File: config.mk
export PLATFORM = sky130hd
export DESIGN_NAME = mouse_packet_decoder
export DESIGN_NICKNAME = d
export VERILOG_FILES = /design/src/design/mpd_pkg.sv /design/src/design/mouse_packet_decoder.sv /design/src/design/mpd_core.sv
export SDC_FILE = /design/constraint.sdc
export NUM_CORES = 1
export LEC_CHECK = 0
export BUFFER_PORTS_ARGS = -buffer_cell sky130_fd_sc_hd__buf_4
export CAP_MARGIN = 15
export CORE_ASPECT_RATIO = 1.75
export CORE_UTILIZATION = 30
export DETAILED_ROUTE_END_ITERATION = 10
export PLACE_DENSITY = 0.44
export SETUP_SLACK_MARGIN = 0.2
export SLEW_MARGIN = 15
export SYNTH_ARGS = -nofsm -noshare
export SYNTH_HDL_FRONTEND = slang
export SYNTH_HIERARCHICAL = 1
export SYNTH_SLANG_ARGS = --single-unit
File: constraint.sdc
create_clock -name i_clk -period 8.2 [get_ports i_clk]
set_input_delay 0.82 -clock i_clk [delete_from_list [all_inputs] [get_ports i_clk]]
set_output_delay 0.82 -clock i_clk [all_outputs]
set_load 0.005 [all_outputs]
File: src/design/mpd_pkg.sv
package mpd_pkg;

    localparam int POS_W    = 12;
    localparam int CURSOR_W = 13;
    localparam int BOUND_W  = 13;
    localparam int SCROLL_W = 32;
    localparam int BTN_W    = 3;

    localparam logic [1:0] OP_RX_BYTE     = 2'd0;
    localparam logic [1:0] OP_TAKE_SCROLL = 2'd1;
    localparam logic [1:0] OP_SET_POS     = 2'd2;

    localparam logic [1:0] CFG_FOUR_BYTE = 2'd0;
    localparam logic [1:0] CFG_WIDTH     = 2'd1;
    localparam logic [1:0] CFG_HEIGHT    = 2'd2;

    localparam logic [1:0] PH_HEADER = 2'd0;
    localparam logic [1:0] PH_XDELTA = 2'd1;
    localparam logic [1:0] PH_YDELTA = 2'd2;
    localparam logic [1:0] PH_WHEEL  = 2'd3;

    localparam logic [BOUND_W-1:0] WIDTH_RESET  = 13'd80;
    localparam logic [BOUND_W-1:0] HEIGHT_RESET = 13'd25;

    typedef struct packed {
        logic [1:0]       op;
        logic [7:0]       rx_byte;
        logic             from_aux;
        logic [POS_W-1:0] new_x;
        logic [POS_W-1:0] new_y;
    } t_item;

    typedef struct packed {
        logic               four_byte_mode;
        logic [BOUND_W-1:0] width_bound;
        logic [BOUND_W-1:0] height_bound;
    } t_cfg;

    typedef struct packed {
        logic [POS_W-1:0]           pos_x;
        logic [POS_W-1:0]           pos_y;
        logic [BTN_W-1:0]           button_bits;
        logic signed [SCROLL_W-1:0] scroll_total;
        logic                       packet_done;
    } t_result;

endpackage

File: src/design/mouse_packet_decoder.sv
// Mouse packet decoder.
// Input stream (s_axis_*): one request per cycle while s_axis_tready is high. tuser carries op and from_aux,
// tdata carries rx_byte, new_x and new_y. Op 0 feeds one received byte, op 1
// takes and clears the scroll total, op 2 loads the cursor position.
// Output stream (m_axis_*): exactly one result per request, in order. tdata
// carries pos_x, pos_y, button_bits and scroll_total; tuser is packet_done.
// Configuration channel (i_cfg_*): index 0 four_byte_mode, 1 width_bound,
// 2 height_bound; always ready, write only while the stream is idle.
// Pipeline: the input register loads at the accepting edge and the result
// register loads when the request advances, so m_axis is registered.
// Throughput: one request per cycle while m_axis is not stalled; the
// decode, delta add and clamp all fit between the two registers.
// Stall: when m_axis_tready is low with a result pending, the result register
// holds and the input register fills; s_axis_tready drops only when both are full.
// Reset (synchronous, active low): cursor, buttons, scroll total and packet
// phase clear; bounds return to 80 by 25, three-byte packets.
module mouse_packet_decoder #(
    parameter int COORD_LIMIT = 4096
) (
    input  logic        i_clk,
    input  logic        i_rst_n,
    input  logic        s_axis_tvalid,
    output logic        s_axis_tready,
    input  logic [31:0] s_axis_tdata,   // rx_byte[7:0], new_x[19:8], new_y[31:20]
    input  logic [2:0]  s_axis_tuser,   // op[1:0], from_aux[2]
    output logic        m_axis_tvalid,
    input  logic        m_axis_tready,
    output logic [63:0] m_axis_tdata,   // pos_x[11:0], pos_y[23:12], button_bits[26:24],
                                        // scroll_total[58:27], zero[63:59]
    output logic        m_axis_tuser,   // packet_done[0]
    input  logic        i_cfg_valid,
    output logic        o_cfg_ready,
    input  logic [1:0]  i_cfg_index,
    input  logic [12:0] i_cfg_data
);
    import mpd_pkg::*;

    logic    r_in_valid;
    t_item   r_in;
    logic    r_out_valid;
    t_result r_out;
    t_cfg    r_cfg;
    t_result core_result;
    logic    advance;

    assign advance       = r_in_valid && (!r_out_valid || m_axis_tready);
    assign s_axis_tready = !r_in_valid || advance;
    assign o_cfg_ready   = 1'b1;

    always_ff @(posedge i_clk) begin
        if (!i_rst_n) begin
            r_in_valid <= 1'b0;
        end else if (s_axis_tready) begin
            r_in_valid <= s_axis_tvalid;
        end
    end

    always_ff @(posedge i_clk) begin
        if (s_axis_tready && s_axis_tvalid) begin
            r_in.op       <= s_axis_tuser[1:0];
            r_in.from_aux <= s_axis_tuser[2];
            r_in.rx_byte  <= s_axis_tdata[7:0];
            r_in.new_x    <= s_axis_tdata[19:8];
            r_in.new_y    <= s_axis_tdata[31:20];
        end
    end

    always_ff @(posedge i_clk) begin
        if (!i_rst_n) begin
            r_cfg.four_byte_mode <= 1'b0;
            r_cfg.width_bound    <= WIDTH_RESET;
            r_cfg.height_bound   <= HEIGHT_RESET;
        end else if (i_cfg_valid) begin
            case (i_cfg_index)
                CFG_FOUR_BYTE: r_cfg.four_byte_mode <= i_cfg_data[0];
                CFG_WIDTH:     r_cfg.width_bound    <= i_cfg_data;
                CFG_HEIGHT:    r_cfg.height_bound   <= i_cfg_data;
                default: begin
                end
            endcase
        end
    end

    mpd_core #(
        .COORD_LIMIT(COORD_LIMIT)
    ) u_core (
        .i_clk     (i_clk),
        .i_rst_n   (i_rst_n),
        .i_advance (advance),
        .i_item    (r_in),
        .i_cfg     (r_cfg),
        .o_result  (core_result)
    );

    always_ff @(posedge i_clk) begin
        if (!i_rst_n) begin
            r_out_valid <= 1'b0;
        end else if (advance) begin
            r_out_valid <= 1'b1;
        end else if (m_axis_tready) begin
            r_out_valid <= 1'b0;
        end
    end

    always_ff @(posedge i_clk) begin
        if (advance) begin
            r_out <= core_result;
        end
    end

    assign m_axis_tvalid = r_out_valid;
    assign m_axis_tdata  = {5'b0, r_out.scroll_total, r_out.button_bits,
                            r_out.pos_y, r_out.pos_x};
    assign m_axis_tuser  = r_out.packet_done;

endmodule

File: src/design/mpd_core.sv
module mpd_core #(
    parameter int COORD_LIMIT = 4096
) (
    input  logic            i_clk,
    input  logic            i_rst_n,
    input  logic            i_advance,
    input  mpd_pkg::t_item  i_item,
    input  mpd_pkg::t_cfg   i_cfg,
    output mpd_pkg::t_result o_result
);
    import mpd_pkg::*;

    logic [1:0]          r_phase, n_phase;
    logic [7:0]          r_header, n_header;
    logic [7:0]          r_x_byte, n_x_byte;
    logic [7:0]          r_y_byte, n_y_byte;
    logic [CURSOR_W-1:0] r_cursor_x, n_cursor_x;
    logic [CURSOR_W-1:0] r_cursor_y, n_cursor_y;
    logic [BTN_W-1:0]    r_buttons, n_buttons;
    logic [SCROLL_W-1:0] r_wheel, n_wheel;

    logic [BOUND_W-1:0]  w_lim;
    logic [BOUND_W-1:0]  h_lim;
    logic [7:0]          y_use;
    logic [8:0]          dx;
    logic [8:0]          dy;
    logic signed [14:0]  sum_x;
    logic signed [14:0]  sum_y;
    logic [CURSOR_W-1:0] clamp_x;
    logic [CURSOR_W-1:0] clamp_y;
    logic                motion;
    logic                wheel_add;
    logic [SCROLL_W-1:0] wheel_after;

    always_comb begin
        if (i_cfg.width_bound == '0) begin
            w_lim = BOUND_W'(1);
        end else if ({4'b0, i_cfg.width_bound} > 17'(COORD_LIMIT)) begin
            w_lim = BOUND_W'(COORD_LIMIT);
        end else begin
            w_lim = i_cfg.width_bound;
        end
        if (i_cfg.height_bound == '0) begin
            h_lim = BOUND_W'(1);
        end else if ({4'b0, i_cfg.height_bound} > 17'(COORD_LIMIT)) begin
            h_lim = BOUND_W'(COORD_LIMIT);
        end else begin
            h_lim = i_cfg.height_bound;
        end
    end

    always_comb begin
        n_phase   = r_phase;
        n_header  = r_header;
        n_x_byte  = r_x_byte;
        n_y_byte  = r_y_byte;
        y_use     = r_y_byte;
        motion    = 1'b0;
        wheel_add = 1'b0;
        if (i_item.op == OP_RX_BYTE && i_item.from_aux) begin
            case (r_phase)
                PH_HEADER: begin
                    if (i_item.rx_byte[3]) begin
                        n_header = i_item.rx_byte;
                        n_phase  = PH_XDELTA;
                    end
                end
                PH_XDELTA: begin
                    n_x_byte = i_item.rx_byte;
                    n_phase  = PH_YDELTA;
                end
                PH_YDELTA: begin
                    n_y_byte = i_item.rx_byte;
                    y_use    = i_item.rx_byte;
                    if (i_cfg.four_byte_mode) begin
                        n_phase = PH_WHEEL;
                    end else begin
                        n_phase = PH_HEADER;
                        motion  = 1'b1;
                    end
                end
                default: begin
                    n_phase   = PH_HEADER;
                    motion    = 1'b1;
                    wheel_add = 1'b1;
                end
            endcase
        end
    end

    assign dx    = {r_header[4], r_x_byte};
    assign dy    = {r_header[5], y_use};
    assign sum_x = $signed({2'b0, r_cursor_x}) + $signed({{6{dx[8]}}, dx});
    assign sum_y = $signed({2'b0, r_cursor_y}) - $signed({{6{dy[8]}}, dy});

    always_comb begin
        if (sum_x[14]) begin
            clamp_x = '0;
        end else if (sum_x[13:0] >= {1'b0, w_lim}) begin
            clamp_x = w_lim - BOUND_W'(1);
        end else begin
            clamp_x = sum_x[CURSOR_W-1:0];
        end
        if (sum_y[14]) begin
            clamp_y = '0;
        end else if (sum_y[13:0] >= {1'b0, h_lim}) begin
            clamp_y = h_lim - BOUND_W'(1);
        end else begin
            clamp_y = sum_y[CURSOR_W-1:0];
        end
    end

    always_comb begin
        n_cursor_x = r_cursor_x;
        n_cursor_y = r_cursor_y;
        n_buttons  = r_buttons;
        if (motion) begin
            n_cursor_x = clamp_x;
            n_cursor_y = clamp_y;
            n_buttons  = r_header[BTN_W-1:0];
        end else if (i_item.op == OP_SET_POS) begin
            n_cursor_x = {1'b0, i_item.new_x};
            n_cursor_y = {1'b0, i_item.new_y};
        end
        wheel_after = r_wheel;
        if (wheel_add) begin
            wheel_after = r_wheel + {{28{i_item.rx_byte[3]}}, i_item.rx_byte[3:0]};
        end
        n_wheel = wheel_after;
        if (i_item.op == OP_TAKE_SCROLL) begin
            n_wheel = '0;
        end
    end

    always_ff @(posedge i_clk) begin
        if (!i_rst_n) begin
            r_phase    <= PH_HEADER;
            r_cursor_x <= '0;
            r_cursor_y <= '0;
            r_buttons  <= '0;
            r_wheel    <= '0;
        end else if (i_advance) begin
            r_phase    <= n_phase;
            r_cursor_x <= n_cursor_x;
            r_cursor_y <= n_cursor_y;
            r_buttons  <= n_buttons;
            r_wheel    <= n_wheel;
        end
    end

    always_ff @(posedge i_clk) begin
        if (i_advance) begin
            r_header <= n_header;
            r_x_byte <= n_x_byte;
            r_y_byte <= n_y_byte;
        end
    end

    assign o_result.pos_x        = n_cursor_x[POS_W-1:0];
    assign o_result.pos_y        = n_cursor_y[POS_W-1:0];
    assign o_result.button_bits  = n_buttons;
    assign o_result.scroll_total = wheel_after;
    assign o_result.packet_done  = motion;

`ifndef SYNTH
    a_done_needs_aux: assert property (@(posedge i_clk) disable iff (!i_rst_n)
        o_result.packet_done |-> (i_item.op == OP_RX_BYTE && i_item.from_aux))
        else $error("packet completed without an auxiliary byte");

    a_header_sync: assert property (@(posedge i_clk) disable iff (!i_rst_n)
        (i_advance && r_phase == PH_HEADER && n_phase == PH_XDELTA) |-> i_item.rx_byte[3])
        else $error("packet started on a byte without the sync bit");

    a_clamped: assert property (@(posedge i_clk) disable iff (!i_rst_n)
        o_result.packet_done |-> (n_cursor_x < w_lim && n_cursor_y < h_lim))
        else $error("cursor outside bounds after packet");

    a_hold: assert property (@(posedge i_clk) disable iff (!i_rst_n)
        !i_advance |=> ($stable(r_phase) && $stable(r_wheel) && $stable(r_cursor_x)))
        else $error("state changed without a request");

    a_scroll_clear: assert property (@(posedge i_clk) disable iff (!i_rst_n)
        (i_advance && i_item.op == OP_TAKE_SCROLL) |=> (r_wheel == '0))
        else $error("scroll total not cleared after take");
`endif

endmodule
## Word-level counts from Yosys, hierarchy flattened

Index checks and enable logic that the tools add are counted.
Widths: inputs -> output; s select.

- Bits in read-only memories: 0
- Bits in writable memories: 0
- Memories kept: 0
- Output and inout port bits: 68
- Bits in registers: 208
- Logic and storage cells: 91
- Input bits: 55
- Latch bits: 0

- $add $sub $neg: 5
- $mul: 0
- $lt $le $gt $ge: 4
- Muxes and demuxes: 27
- Bitwise operators: 0
- Eq/ne operators: 7
- Shift-type cells: 0
- Divide/modulo/power cells: 0
- Reduce and logical (&&, ||, !) cells: 23

Operators with widths:

| kind | number |
|---|---|
| $mux 13 | 12 |
| $mux 32 | 2 |
| $add 32x32->32 | 1 |
| $ge 14x13->1 | 2 |
| $gt 13x13->1 const B | 2 |
| $logic_not 13->1 | 2 |
| $sub 13x1->13 const B | 2 |
| $mux 8 | 2 |
| $add 14x9->15 | 1 |
| $sub 14x9->15 | 1 |
| $reduce_and 2->1 | 4 |
| $eq 2x1->1 const B | 3 |
| $eq 2x2->1 const B | 3 |
| $logic_not 2->1 | 3 |
| $mux 1 | 6 |
| $pmux 2 s3 | 1 |
| $reduce_and 3->1 | 2 |
| $mux 2 | 2 |
| $reduce_and 4->1 | 1 |
| $reduce_bool 2->1 | 2 |
| $logic_and 1x1->1 | 3 |
| $mux 3 | 1 |
| $reduce_or 3->1 | 1 |
| $logic_not 1->1 | 2 |
| other kinds (4) | 5 |

## Logic depth before layout (Yosys ltp)

Gate-level depths: netlist of run 1.

- Depth after elaboration: 8
- Gate-level depth with buffers: 23
- Depth with buffers taken out: 21

## Modules after synthesis

The synthesis of run 1 kept the hierarchy.

By module, submodules not included:

| module | area each (µm²) | times used | cells each | seq. area each (µm²) |
|---|---|---|---|---|
| mpd_core | 8,685.8 | 1 | 1,080 | 1,891.8 |
| mouse_packet_decoder | 4,066.4 | 1 | 221 | 3,433.3 |

## Worst setup path before layout of run 1

Ideal clock, no wire load.

- Kind: input -> register
- Start: input m_axis_tready
- End: register u_core.r_wheel[15]
- Setup time: 60 ps
- Arrival time: 6,287 ps
- Path buffers: 1
- Required time: 8,140 ps
- Slack: 1,853 ps
- Stages on the path: 7
- Path through: nor2b_1 > nor2b_1 > o21ai_0 > o21ai_0 > and2_1 > clkbuf_1 > a22o_1

- Longest elaborated chain between the ends: 2

RTL lines:

| what | RTL line | RTL |
|---|---|---|
| start, declared | mouse_packet_decoder.sv:27 | `input logic m_axis_tready,` |
| $logic_or 1x1->1 | mouse_packet_decoder.sv:46 | `assign advance = r_in_valid && (!r_out_valid \|\| m_axis_tready);` |
| $logic_and 1x1->1 | mouse_packet_decoder.sv:46 |  |
| via advance | mouse_packet_decoder.sv:44 | `logic advance;` |
| end signal, assigned | mpd_core.sv:147 | `r_wheel <= n_wheel;` |
| end, declared | mpd_core.sv:20 | `logic [SCROLL_W-1:0] r_wheel, n_wheel;` |

The timed path passes the listed nets, and every way through them passes these cells.
A chain may end at the register's enable or synchronous reset.

==> results.py, run 1 <==
metrics = {
    "sta": {
        "timing.fmax_mhz": 158,
        "maxSlewViolCount": 0,
        "max-slew-margin-rel_pct": 32.3,
        "final_hold_violation_count": 0,
        "setup_slack_of_the_critical_path_after_layout_ns": 1.87,
        "finalSetupViolCount": 0,
        "skew_ns": 0.0202,
        "setup_total_negative_slack_ns": 0,
        "rsz0062_at_grt": "no",
        "worstMarginPinSlew_ns": 1.01,
        "fin_crit_ns": 6.33,
        "timing.final.crit_share_pct": 77.1,
    },
    "clock_network": {
        "cts.sinks": 208,
        "tritoncts_clock_tree": "built",
        "worst_skew_pair.late_latency_ns": 0.54,
        "htree_levels": 1,
        "numCtsBuffers": 24,
        "cts_setup_buffers": 0,
        "cts_root_buffer_type": "sky130_fd_sc_hd__clkbuf_16",
        "clk_pin_slew_worst_paths_ns": 0.07,
        "ctsLongestPathBuffers": 3,
        "hold_bufs_inserted_after_cts": 0,
        "post_cts_resized": 0,
    },
    "drt": {
        "vias": 9836,
        "drt_first_iter_violations": 409,
        "via_per_inst": 5.06,
        "routed_wire_length_per_instance_um": 19.3,
        "routed_wl_um": 37400,
        "route.detailed.drc": 0,
        "route.antenna.remaining_nets": 0,
        "detailedRoute.firstPassIterationCount": 7,
    },
    "global_route": {
        "wire_length_of_the_first_global_routing_pass_um": 56900,
        "grt_overflow": 0,
        "maximum_number_of_pins_on_one_net_before_global_route_repair": 102,
        "antenna_found_initial": 0,
        "grt_pass1_vias": 9889,
        "grt.total_usage_pct": 17.3,
    },
    "pwr": {
        "leakage_power_total_nw": 5.97,
        "power.switching_fraction_pct": 25.2,
        "intPower_mw": 1.89,
        "p_per_area_nw_per_um2": 171,
        "power.share.sequential_pct": 46.0,
        "clock_power_share_pct": 43.7,
        "worst_ir_drop_vdd_mv": 0.118,
        "power.switching_uw": 636,
        "share_comb_of_total_power_pct": 10.3,
    },
    "finish": {
        "post_route_cells_drive_above_1_share_pct": 16.0,
        "areaGrowthSynthToFinish_pct": 15.7,
        "antenna_cells": 0,
        "layout.nets": 1515,
    },
    "synth": {
        "post-synth-top-area-cell": "sky130_fd_sc_hd__edfxtp_1",
        "synth_top_area_share_pct": 27.3,
        "synth.area.top_cells": "sky130_fd_sc_hd__edfxtp_1, sky130_fd_sc_hd__dfxtp_1, sky130_fd_sc_hd__ha_1, sky130_fd_sc_hd__nand2_1, sky130_fd_sc_hd__mux2i_1",
        "synth-main-ff-cell": "sky130_fd_sc_hd__edfxtp_1",
        "synth_seq_cells": 208,
        "synthesized_area_per_cell_um2": 9.80,
        "synth.cell_area_um2": 12800,
        "yosys_warnings": 6,
        "synth.lib_cells_used.distinct": 93,
        "synth_async_sr_flop_share_pct": 0,
        "synthesis.instances": 1301,
        "synth_enable_flop_cells": 116,
        "proportion_of_synthesized_chip_area_in_sequential_cells_pct": 41.8,
    },
    "critical_path": {
        "cp_slowest_cell": "sky130_fd_sc_hd__a221oi_1",
        "worst_r2r_path_depth": 20,
        "timing.critical_path.fanout_max": 12,
        "setup.worst_path.end_class": "flop",
        "cp.arrival_ns": 6.67,
        "required_ns": 8.55,
        "worstSetupStartpointType": "flop",
        "critPathKind": "flop to flop",
        "crit_path_max_incr_delay_ns": 0.71,
        "cp-startpoint": "r_in[34]",
        "cpLargestDelayFamily": "compound AO/OA/AOI/OAI gates",
        "regToRegSetupSlack_ns": 1.87,
        "worst_r2r_endpoint": "m_axis_tdata[19]",
        "crit-reg2reg-launch": "r_in[34]",
        "path_cells": "nand4bb_2 > nor2_4 > mux2_2 > ha_1 > fa_1 > nand2_1 > a21oi_1 > a311oi_2 > a211o_1 > a21oi_1 > maj3_1 > xnor2_1 > ha_1 > a21o_1 > a21o_1 > or3_2 > a221oi_1 > nand2_4 > and3_1 > o32ai_1",
        "critPathBufInv": 0,
    },
    "floorplanning": {
        "die_area_um2": 43400,
        "die_h_um": 275,
        "design.portCount": 123,
        "die-width_um": 158,
        "row_count": 99,
        "floorplan.initialDensity_pct": 30.5,
        "core_area_um2": 41700,
    },
    "run": {
        "drv.max_cap_violation_count": 0,
    },
    "hold_path": {
        "hold_depth": 1,
        "hold_path.class": "input port to flop",
        "hold-path-endpoint": "r_in[10]",
        "min_from": "s_axis_tdata[30]",
    },
    "placement": {
        "total_of_buffers_placed_on_input_and_output_ports": 116,
        "detailedPlacementHpwl_um": 27200,
        "place_congestion": 0.828,
        "dp_slack_ns": 1.90,
    },
    "run_status": {
        "outcome": "completed",
    },
}
## state kept, by name, indices dropped and copies added (netlist names), 2 cells and up, named ones only
| register | count |
|---|---|
| m_axis_tdata | 59 |
| r_in | 35 |
| u_core/r_wheel | 32 |
| r_cfg | 27 |
| u_core/r_cursor_x | 13 |
| u_core/r_cursor_y | 13 |
| u_core/r_x_byte | 8 |
| u_core/r_y_byte | 7 |
| u_core/r_header | 5 |
| u_core/r_buttons | 3 |
| u_core/r_phase | 2 |
## cells in the final DEF, fill, tap and decap left out, types with 20 or more instances in the layout
cell type,instances
sky130_fd_sc_hd__nand2_1,179
sky130_fd_sc_hd__buf_4,127
sky130_fd_sc_hd__edfxtp_1,116
sky130_fd_sc_hd__dfxtp_1,92
sky130_fd_sc_hd__ha_1,85
sky130_fd_sc_hd__o21ai_0,73
sky130_fd_sc_hd__mux2i_1,66
sky130_fd_sc_hd__a21oi_1,65
sky130_fd_sc_hd__nor2_1,54
sky130_fd_sc_hd__inv_1,50
sky130_fd_sc_hd__xnor2_1,40
sky130_fd_sc_hd__nor2b_1,31
sky130_fd_sc_hd__clkbuf_16,26
sky130_fd_sc_hd__o22ai_1,26
sky130_fd_sc_hd__xor2_1,25
sky130_fd_sc_hd__a21o_1,23
sky130_fd_sc_hd__a22o_1,23
sky130_fd_sc_hd__nand3_1,20
## synth_stat cells (23+ instances only)
cell type / instances
sky130_fd_sc_hd__a21o_1: 23
sky130_fd_sc_hd__a21oi_1: 67
sky130_fd_sc_hd__a22o_1: 23
sky130_fd_sc_hd__buf_4: 31
sky130_fd_sc_hd__clkbuf_1: 42
sky130_fd_sc_hd__dfxtp_1: 92
sky130_fd_sc_hd__edfxtp_1: 116
sky130_fd_sc_hd__ha_1: 85
sky130_fd_sc_hd__inv_1: 50
sky130_fd_sc_hd__mux2i_1: 66
sky130_fd_sc_hd__nand2_1: 179
sky130_fd_sc_hd__nor2_1: 54
sky130_fd_sc_hd__nor2b_1: 32
sky130_fd_sc_hd__o21ai_0: 73
sky130_fd_sc_hd__o22ai_1: 26
sky130_fd_sc_hd__xnor2_1: 40
sky130_fd_sc_hd__xor2_1: 25
## how the worst max path moves through the flow
stage | endpoint | depth (start not counted) | slack [ns]
after floorplan | u_core/r_wheel[15] | 7 | 1.85
after global placement | m_axis_tdata[12] | 20 | 1.98
after detailed placement | m_axis_tdata[19] | 20 | 1.90
after CTS | m_axis_tdata[19] | 20 | 1.87
after global routing | m_axis_tdata[19] | 20 | 1.54
final | m_axis_tdata[19] | 20 | 1.87
## through the flow
| step | cells | power (mW) | utilization (%) | area (um^2) | hold WS [ns] |
|---|---|---|---|---|---|
| detailed placement | 1901 | 1.45 | 33.4 | 13900 | 0.461 |
| floorplan | 1305 | 1.35 | - | 12800 | 0.427 |
| CTS | 1944 | 2.57 | 35.3 | 14700 | 0.419 |
| global route | 1944 | 2.63 | 35.3 | 14800 | 0.430 |
| global placement | 1901 | 1.45 | 33.4 | 13900 | 0.449 |
| finish | 1944 | 2.53 | 35.3 | 14800 | 0.453 |
## power groups by stage
| stage | Combinational, mW | Sequential, mW | Clock, mW |
|---|---|---|---|
| 5_1_grt | 0.289 | 1.17 | 1.18 |
| 3_3_place_gp | 0.261 | 1.19 | 0 |
| 3_5_place_dp | 0.262 | 1.19 | 0 |
| 2_1_floorplan | 0.175 | 1.18 | 0 |
| 4_1_cts | 0.264 | 1.16 | 1.14 |
| 6_report | 0.260 | 1.16 | 1.10 |
## area by class of cell
cell class | count | area, um^2
inverter | 52 | 209
tap | 555 | 694
clock buffer | 33 | 717
timing repair buffer | 128 | 973
clock inverter | 10 | 82.6
fill | 4299 | 27000
sequential | 208 | 5330
multi-input combinational | 958 | 6750
## layer usage
metal | track usage [%] | part of all wire (%)
met4 | 6.08 | 2.7
met3 | 1.91 | 2.9
met5 | 0 | 0
met2 | 34.1 | 55
met1 | 18.5 | 39
## kinds of logic after synthesis
| group | Yosys count | share of synthesized area (%) |
|---|---|---|
| multiplexers | 78 | 6.24 |
| other | 2 | 0.0589 |
| flip-flops | 208 | 41.8 |
| AO/OA/AOI/OAI | 346 | 18.3 |
| adder cells (fa/ha/maj) | 89 | 8.89 |
| XOR/XNOR | 67 | 4.81 |
| buffers and inverters | 139 | 5.81 |
| AND/OR/NAND/NOR | 372 | 14.1 |
No activity file was read; power rests on OpenSTA's default activity.
==> inputs of run 2 (changes only) <==
PLACE_DENSITY = 0.46   (was 0.44)
clock period = 5.32 ns   (was 8.2 ns; I/O delays follow)
==> run 2 against run 1 <==
  * Via count grew 0.46%
  * First-iteration DRC count rose by 4.6%
  * Final area rose by 1.9%
  * Clock-buffer cell count down 5
  * Largest power group unchanged
  * Critical path depth grew 1
  * Die area is the same
  * Clock power is 39% higher
  * Worst hold slack got worse by 0.28 ns
  * Routed wire length down 0.60%
  * Total power grew 48%
  * Fmax is 25% higher
==> results.py, run 2 (same netlist as run 1, synthesis figures left out) <==
metrics = {
    "placement": {
        "detailedPlacementHpwl_um": 27100,
        "total_of_buffers_placed_on_input_and_output_ports": 116,
        "place_congestion": 0.885,
    },
    "clock_network": {
        "hold_bufs_inserted_after_cts": 0,
        "htree_levels": 1,
        "clk_pin_slew_worst_paths_ns": 0.06,
        "worst_skew_pair.late_latency_ns": 0.53,
        "cts_root_buffer_type": "sky130_fd_sc_hd__clkbuf_16",
        "tritoncts_clock_tree": "built",
        "ctsLongestPathBuffers": 3,
        "numCtsBuffers": 23,
        "cts.sinks": 208,
    },
    "sta": {
        "rsz0062_at_grt": "yes",
        "final_hold_violation_count": 0,
        "setup_total_negative_slack_ns": 0,
        "finalSetupViolCount": 0,
        "timing.final.crit_share_pct": 94.8,
        "skew_ns": 0.00958,
        "fin_crit_ns": 5.04,
        "maxSlewViolCount": 0,
        "worstMarginPinSlew_ns": 1.09,
        "timing.fmax_mhz": 198,
        "max-slew-margin-rel_pct": 26.7,
    },
    "floorplanning": {
        "floorplan.initialDensity_pct": 30.5,
        "design.portCount": 123,
        "row_count": 99,
        "die_h_um": 275,
        "core_area_um2": 41700,
        "die_area_um2": 43400,
        "die-width_um": 158,
    },
    "global_route": {
        "grt.total_usage_pct": 17.3,
        "grt_pass1_vias": 9949,
        "grt_util_met2_pct": 33.5,
        "grtUsageMet3_pct": 1.89,
        "maximum_number_of_pins_on_one_net_before_global_route_repair": 97,
        "wire_length_of_the_first_global_routing_pass_um": 57200,
        "antenna_found_initial": 0,
        "use_met1_pct": 18.7,
        "grt_overflow": 0,
        "grt_most_used_layer": "met2",
    },
    "critical_path": {
        "regToRegSetupSlack_ns": 0.28,
        "timing.critical_path.fanout_max": 6,
        "setup.worst_path.end_class": "flop",
        "cp-startpoint": "r_in[33]",
        "critPathKind": "flop to flop",
        "required_ns": 5.68,
        "worst_r2r_path_depth": 21,
        "cp.arrival_ns": 5.40,
        "worst_r2r_endpoint": "m_axis_tdata[12]",
        "worstSetupStartpointType": "flop",
        "crit-reg2reg-launch": "r_in[33]",
    },
    "pwr": {
        "leakage_power_total_nw": 6.04,
        "design_power_total_mw": 3.75,
        "worst_ir_drop_vdd_mv": 0.170,
        "power.switching_uw": 960,
        "clock_power_share_pct": 40.7,
        "p_per_area_nw_per_um2": 249,
        "power.share.sequential_pct": 47.7,
        "intPower_mw": 2.79,
        "power.switching_fraction_pct": 25.6,
        "share_comb_of_total_power_pct": 11.6,
    },
    "finish": {
        "mostFrequentLayoutCells": "sky130_fd_sc_hd__nand2_1, sky130_fd_sc_hd__buf_4, sky130_fd_sc_hd__edfxtp_1, sky130_fd_sc_hd__dfxtp_1, sky130_fd_sc_hd__ha_1",
        "post_route_cells_drive_above_1_share_pct": 18.8,
        "layout.cells.most_common": "sky130_fd_sc_hd__nand2_1",
        "largest_register_ffs": 59,
        "layout.nets": 1540,
        "areaGrowthSynthToFinish_pct": 17.9,
        "antenna_cells": 0,
    },
    "drt": {
        "route.antenna.remaining_nets": 0,
        "drt_first_iter_violations": 428,
        "routed_wire_length_per_instance_um": 18.9,
        "via_per_inst": 5.02,
        "detailedRoute.firstPassIterationCount": 4,
        "vias": 9881,
        "routed_wl_um": 37200,
        "route.detailed.drc": 0,
    },
    "hold_path": {
        "hold-path-endpoint": "r_in[16]",
        "hold_depth": 1,
        "hold_path.class": "input port to flop",
        "min_from": "s_axis_tdata[12]",
    },
    "run_status": {
        "outcome": "completed",
    },
    "run": {
        "drv.max_cap_violation_count": 0,
    },
}
-- run 2: cell types whose count changed in the layout (fill, tap and decap cells not counted), sizes merged --
cell,delta
buf,+25
inv,-3
clkbuf,-5
clkinv,+6
nand2,+1
-- run 2: area by class of cell --
cell class	count	area, um^2
clock buffer	28	604
clock inverter	13	85.1
fill	4248	26700
inverter	52	209
multi-input combinational	959	6950
sequential	208	5330
tap	555	694
timing repair buffer	153	1170
-- run 2: through the flow --
stage | area [um^2] | setup WS [ns] | util, % | cells | hold WS [ns]
3_3_place_gp | 14100 | 0.0733 | 33.8 | 1918 | 0.448
3_5_place_dp | 14100 | 0.000886 | 33.8 | 1918 | 0.456
2_1_floorplan | 12800 | 0.156 | - | 1305 | 0.427
4_1_cts | 14900 | 0.201 | 35.7 | 1964 | 0.147
6_report | 15000 | 0.277 | 36.0 | 1968 | 0.177
5_1_grt | 15000 | 0.0684 | 36.0 | 1968 | 0.150
-- run 2: timing repair --
| item | in CTS | in global routing |
|---|---|---|
| setup endpoints to repair | 12 | 27 |
| setup buffers | 4 | 4 |
| gates resized for setup | 8 | 20 |
| pin swaps | 5 | 8 |
| cloned | 1 | 0 |
-- run 2: worst max-delay path, stage by stage (launching register included) --
cell and delay [ns]:
sky130_fd_sc_hd__edfxtp_1 0.39, sky130_fd_sc_hd__nand4bb_4 0.26, sky130_fd_sc_hd__nor2_4 0.17, sky130_fd_sc_hd__mux2_4 0.34, sky130_fd_sc_hd__ha_4 0.17, sky130_fd_sc_hd__fa_2 0.38, sky130_fd_sc_hd__nand2_2 0.09, sky130_fd_sc_hd__a21oi_2 0.03
sky130_fd_sc_hd__a311oi_2 0.29, sky130_fd_sc_hd__a211o_1 0.19, sky130_fd_sc_hd__a21oi_2 0.05, sky130_fd_sc_hd__maj3_2 0.32, sky130_fd_sc_hd__xnor2_2 0.14, sky130_fd_sc_hd__ha_1 0.29, sky130_fd_sc_hd__a21o_1 0.16, sky130_fd_sc_hd__a21o_1 0.16
sky130_fd_sc_hd__or3_4 0.39, sky130_fd_sc_hd__a221oi_4 0.27, sky130_fd_sc_hd__buf_6 0.19, sky130_fd_sc_hd__nand2_8 0.10, sky130_fd_sc_hd__mux2_2 0.33, sky130_fd_sc_hd__o22ai_1 0.15
-- run 2: metal layers --
layer,up-vias,wire [um]
li1,4904,-
met1,4711,14200
met2,204,20500
met3,62,1250
met4,0,1300
met5,-,0
-- run 2: worst max-delay path by stage --
stage / slack [ns] / to / depth (start not counted)
after floorplan: 0.16 / m_axis_tdata[14] / 22
after global placement: 0.07 / m_axis_tdata[20] / 20
after detailed placement: 0.0009 / m_axis_tdata[20] / 20
after CTS: 0.20 / m_axis_tdata[12] / 21
after global routing: 0.07 / m_axis_tdata[23] / 21
final: 0.28 / m_axis_tdata[12] / 21
-- run 2: power by group through the flow --
| stage | clock network, mW | logic, mW | registers [mW] |
|---|---|---|---|
| after floorplan | 0 | 0.275 | 1.81 |
| after global placement | 0 | 0.416 | 1.82 |
| after detailed placement | 0 | 0.420 | 1.82 |
| after CTS | 1.59 | 0.429 | 1.79 |
| after global routing | 1.64 | 0.479 | 1.79 |
| final | 1.53 | 0.434 | 1.79 |
==> inputs of run 3 (changes only) <==
CORE_UTILIZATION = 42   (was 30)
PLACE_DENSITY = 0.6   (was 0.46)
==> run 3 against run 2 <==
  * Sequential share of layout area grew 0.52 points
  * Final cell count shrank 8.9%
  * Sequential power is essentially flat
  * Non-clock buffer count shrank 6
  * Flip-flop and latch count is the same
  * Worst setup slack lost 0.031 ns
  * Die area shrank 28%
  * Worst hold slack gained 0.0033 ns
  * Critical path depth is the same
  * First-iteration DRC count grew 6.1%
==> results.py, run 3 (same netlist as run 1, synthesis figures left out) <==
metrics = {
    "run_status": {
        "outcome": "completed",
    },
    "clock_network": {
        "worst_skew_pair.late_latency_ns": 0.52,
        "ctsLongestPathBuffers": 3,
        "clk_pin_slew_worst_paths_ns": 0.07,
        "htree_levels": 1,
        "tritoncts_clock_tree": "built",
        "cts_root_buffer_type": "sky130_fd_sc_hd__clkbuf_16",
        "cts.sinks": 208,
        "numCtsBuffers": 22,
    },
    "sta": {
        "timing.fmax_mhz": 197,
        "rsz0062_at_grt": "yes",
        "setup_total_negative_slack_ns": 0,
        "skew_ns": 0.0156,
        "final_hold_violation_count": 0,
        "maxSlewViolCount": 0,
        "holdWs_ns": 0.180,
        "setup_slack_of_the_critical_path_after_layout_ns": 0.246,
        "finalSetupViolCount": 0,
        "fin_crit_ns": 5.07,
        "max-slew-margin-rel_pct": 18.5,
        "worstMarginPinSlew_ns": 1.21,
        "timing.final.crit_share_pct": 95.4,
    },
    "floorplanning": {
        "floorplan.initialDensity_pct": 42.6,
        "die_h_um": 233,
        "design.portCount": 123,
        "die_area_um2": 31100,
        "core_area_um2": 30000,
        "row_count": 84,
        "die-width_um": 134,
    },
    "critical_path": {
        "worstSetupStartpointType": "flop",
        "timing.critical_path.fanout_max": 6,
        "cp.arrival_ns": 5.32,
        "setup.worst_path.end_class": "flop",
        "required_ns": 5.56,
        "critPathKind": "flop to flop",
    },
    "run": {
        "drv.max_cap_violation_count": 0,
    },
    "drt": {
        "vias": 9998,
        "via_per_inst": 5.58,
        "routed_wl_um": 34100,
        "route.layer.met1.wl_um": 12700,
        "highest-signal-layer": "met4",
        "wl_met2_um": 18700,
        "route.antenna.remaining_nets": 0,
        "dr_wl_met3_um": 1020,
        "routed_wire_length_per_instance_um": 19.1,
        "route.detailed.drc": 0,
        "drt_first_iter_violations": 454,
        "detailedRoute.firstPassIterationCount": 5,
    },
    "finish": {
        "layout.cells.most_common": "sky130_fd_sc_hd__nand2_1",
        "mostFrequentLayoutCells": "sky130_fd_sc_hd__nand2_1, sky130_fd_sc_hd__buf_4, sky130_fd_sc_hd__edfxtp_1, sky130_fd_sc_hd__dfxtp_1, sky130_fd_sc_hd__ha_1",
        "areaGrowthSynthToFinish_pct": 16.2,
        "largest_register_ffs": 59,
        "final_area_um2": 14800,
        "antenna_cells": 0,
        "layout.nets": 1533,
        "post_route_cells_drive_above_1_share_pct": 18.3,
    },
    "global_route": {
        "grt_overflow": 0,
        "grt_pass1_vias": 9916,
        "wire_length_of_the_first_global_routing_pass_um": 52500,
        "maximum_number_of_pins_on_one_net_before_global_route_repair": 65,
        "antenna_found_initial": 0,
        "grt.total_usage_pct": 21.8,
    },
    "placement": {
        "total_of_buffers_placed_on_input_and_output_ports": 116,
        "dpl-instance-area_um2": 13900,
        "dp_slack_ns": 0.0668,
        "place_congestion": 0.924,
        "detailedPlacementHpwl_um": 25000,
    },
    "pwr": {
        "leakage_power_total_nw": 6.01,
        "p_per_area_nw_per_um2": 256,
        "worst_ir_drop_vdd_mv": 0.240,
        "design_power_total_mw": 3.79,
    },
    "hold_path": {
        "hold_path.class": "input port to flop",
    },
}
-- run 3: changes by cell type in the layout (fill, tap and decap cells not counted), moves of 2 or more --
cell / change
sky130_fd_sc_hd__clkinv_2: -5
sky130_fd_sc_hd__buf_4: -4
sky130_fd_sc_hd__clkinv_1: -4
sky130_fd_sc_hd__mux2i_2: -3
sky130_fd_sc_hd__mux2i_4: +3
sky130_fd_sc_hd__clkbuf_8: +2
sky130_fd_sc_hd__clkinvlp_4: +2
sky130_fd_sc_hd__o31ai_1: +2
sky130_fd_sc_hd__o31ai_2: -2
-- run 3: metrics by stage --
stage	util, %	cells
final	49.5	1792
after global routing	49.5	1792
after CTS	48.9	1786
after detailed placement	46.2	1743
after global placement	46.2	1743
after floorplan	-	1305
-- run 3: what timing repair did --
action | 4_1_cts | 5_1_grt
cloned | 1 | 0
endpoints found under the setup margin | 10 | 24
pin swaps | 3 | 11
buffers inserted | 3 | 6
hold buffers | 0 | 0
resized for setup | 5 | 19
-- run 3: cell type report --
class / instances / area (um^2)
clock buffer: 30 / 632
timing repair buffer: 147 / 1110
inverter: 52 / 209
sequential: 208 / 5330
multi-input combinational: 959 / 6950
clock inverter: 9 / 108
tap: 387 / 484
fill: 2837 / 15100
-- run 3: critical path, stage by stage, from the launching register on --
cell and delay (ns):
sky130_fd_sc_hd__edfxtp_1 0.40, sky130_fd_sc_hd__nand4bb_4 0.27, sky130_fd_sc_hd__nor2_4 0.15, sky130_fd_sc_hd__mux2_4 0.34, sky130_fd_sc_hd__ha_4 0.17, sky130_fd_sc_hd__fa_2 0.37
sky130_fd_sc_hd__nand2_2 0.08, sky130_fd_sc_hd__a21oi_2 0.03, sky130_fd_sc_hd__a311oi_2 0.28, sky130_fd_sc_hd__a211o_1 0.19, sky130_fd_sc_hd__a21oi_2 0.05, sky130_fd_sc_hd__maj3_2 0.33
sky130_fd_sc_hd__xnor2_2 0.18, sky130_fd_sc_hd__ha_1 0.27, sky130_fd_sc_hd__a21o_1 0.16, sky130_fd_sc_hd__a21o_1 0.17, sky130_fd_sc_hd__or3_4 0.38, sky130_fd_sc_hd__a221oi_4 0.29
sky130_fd_sc_hd__buf_6 0.19, sky130_fd_sc_hd__nand2_8 0.11, sky130_fd_sc_hd__mux2i_4 0.27, sky130_fd_sc_hd__o22ai_2 0.10
-- run 3: final timing paths --
path | start | endpoint | slack [ns] | cells after the start
max reg2reg | r_in[33] | m_axis_tdata[20] | 0.25 | 21
min reg2reg | r_in[32] | u_core/r_x_byte[7] | 0.46 | 0
max | r_in[33] | m_axis_tdata[20] | 0.25 | 21
min | s_axis_tdata[22] | r_in[2] | 0.18 | 1
-- run 3: per-layer routing --
layer  up-vias  GRT usage [%]
li1       4900              -
met1      4793           22.8
met2       220           42.0
met3        85           1.85
met4         0           12.3
met5         -              0
-- run 3: power breakdown --
part / switching [mW] / internal (mW) / total [mW]
Combinational: 0.242 / 0.184 / 0.427
Sequential: 0.0386 / 1.75 / 1.79
Clock: 0.645 / 0.932 / 1.58
Total: 0.926 / 2.87 / 3.79
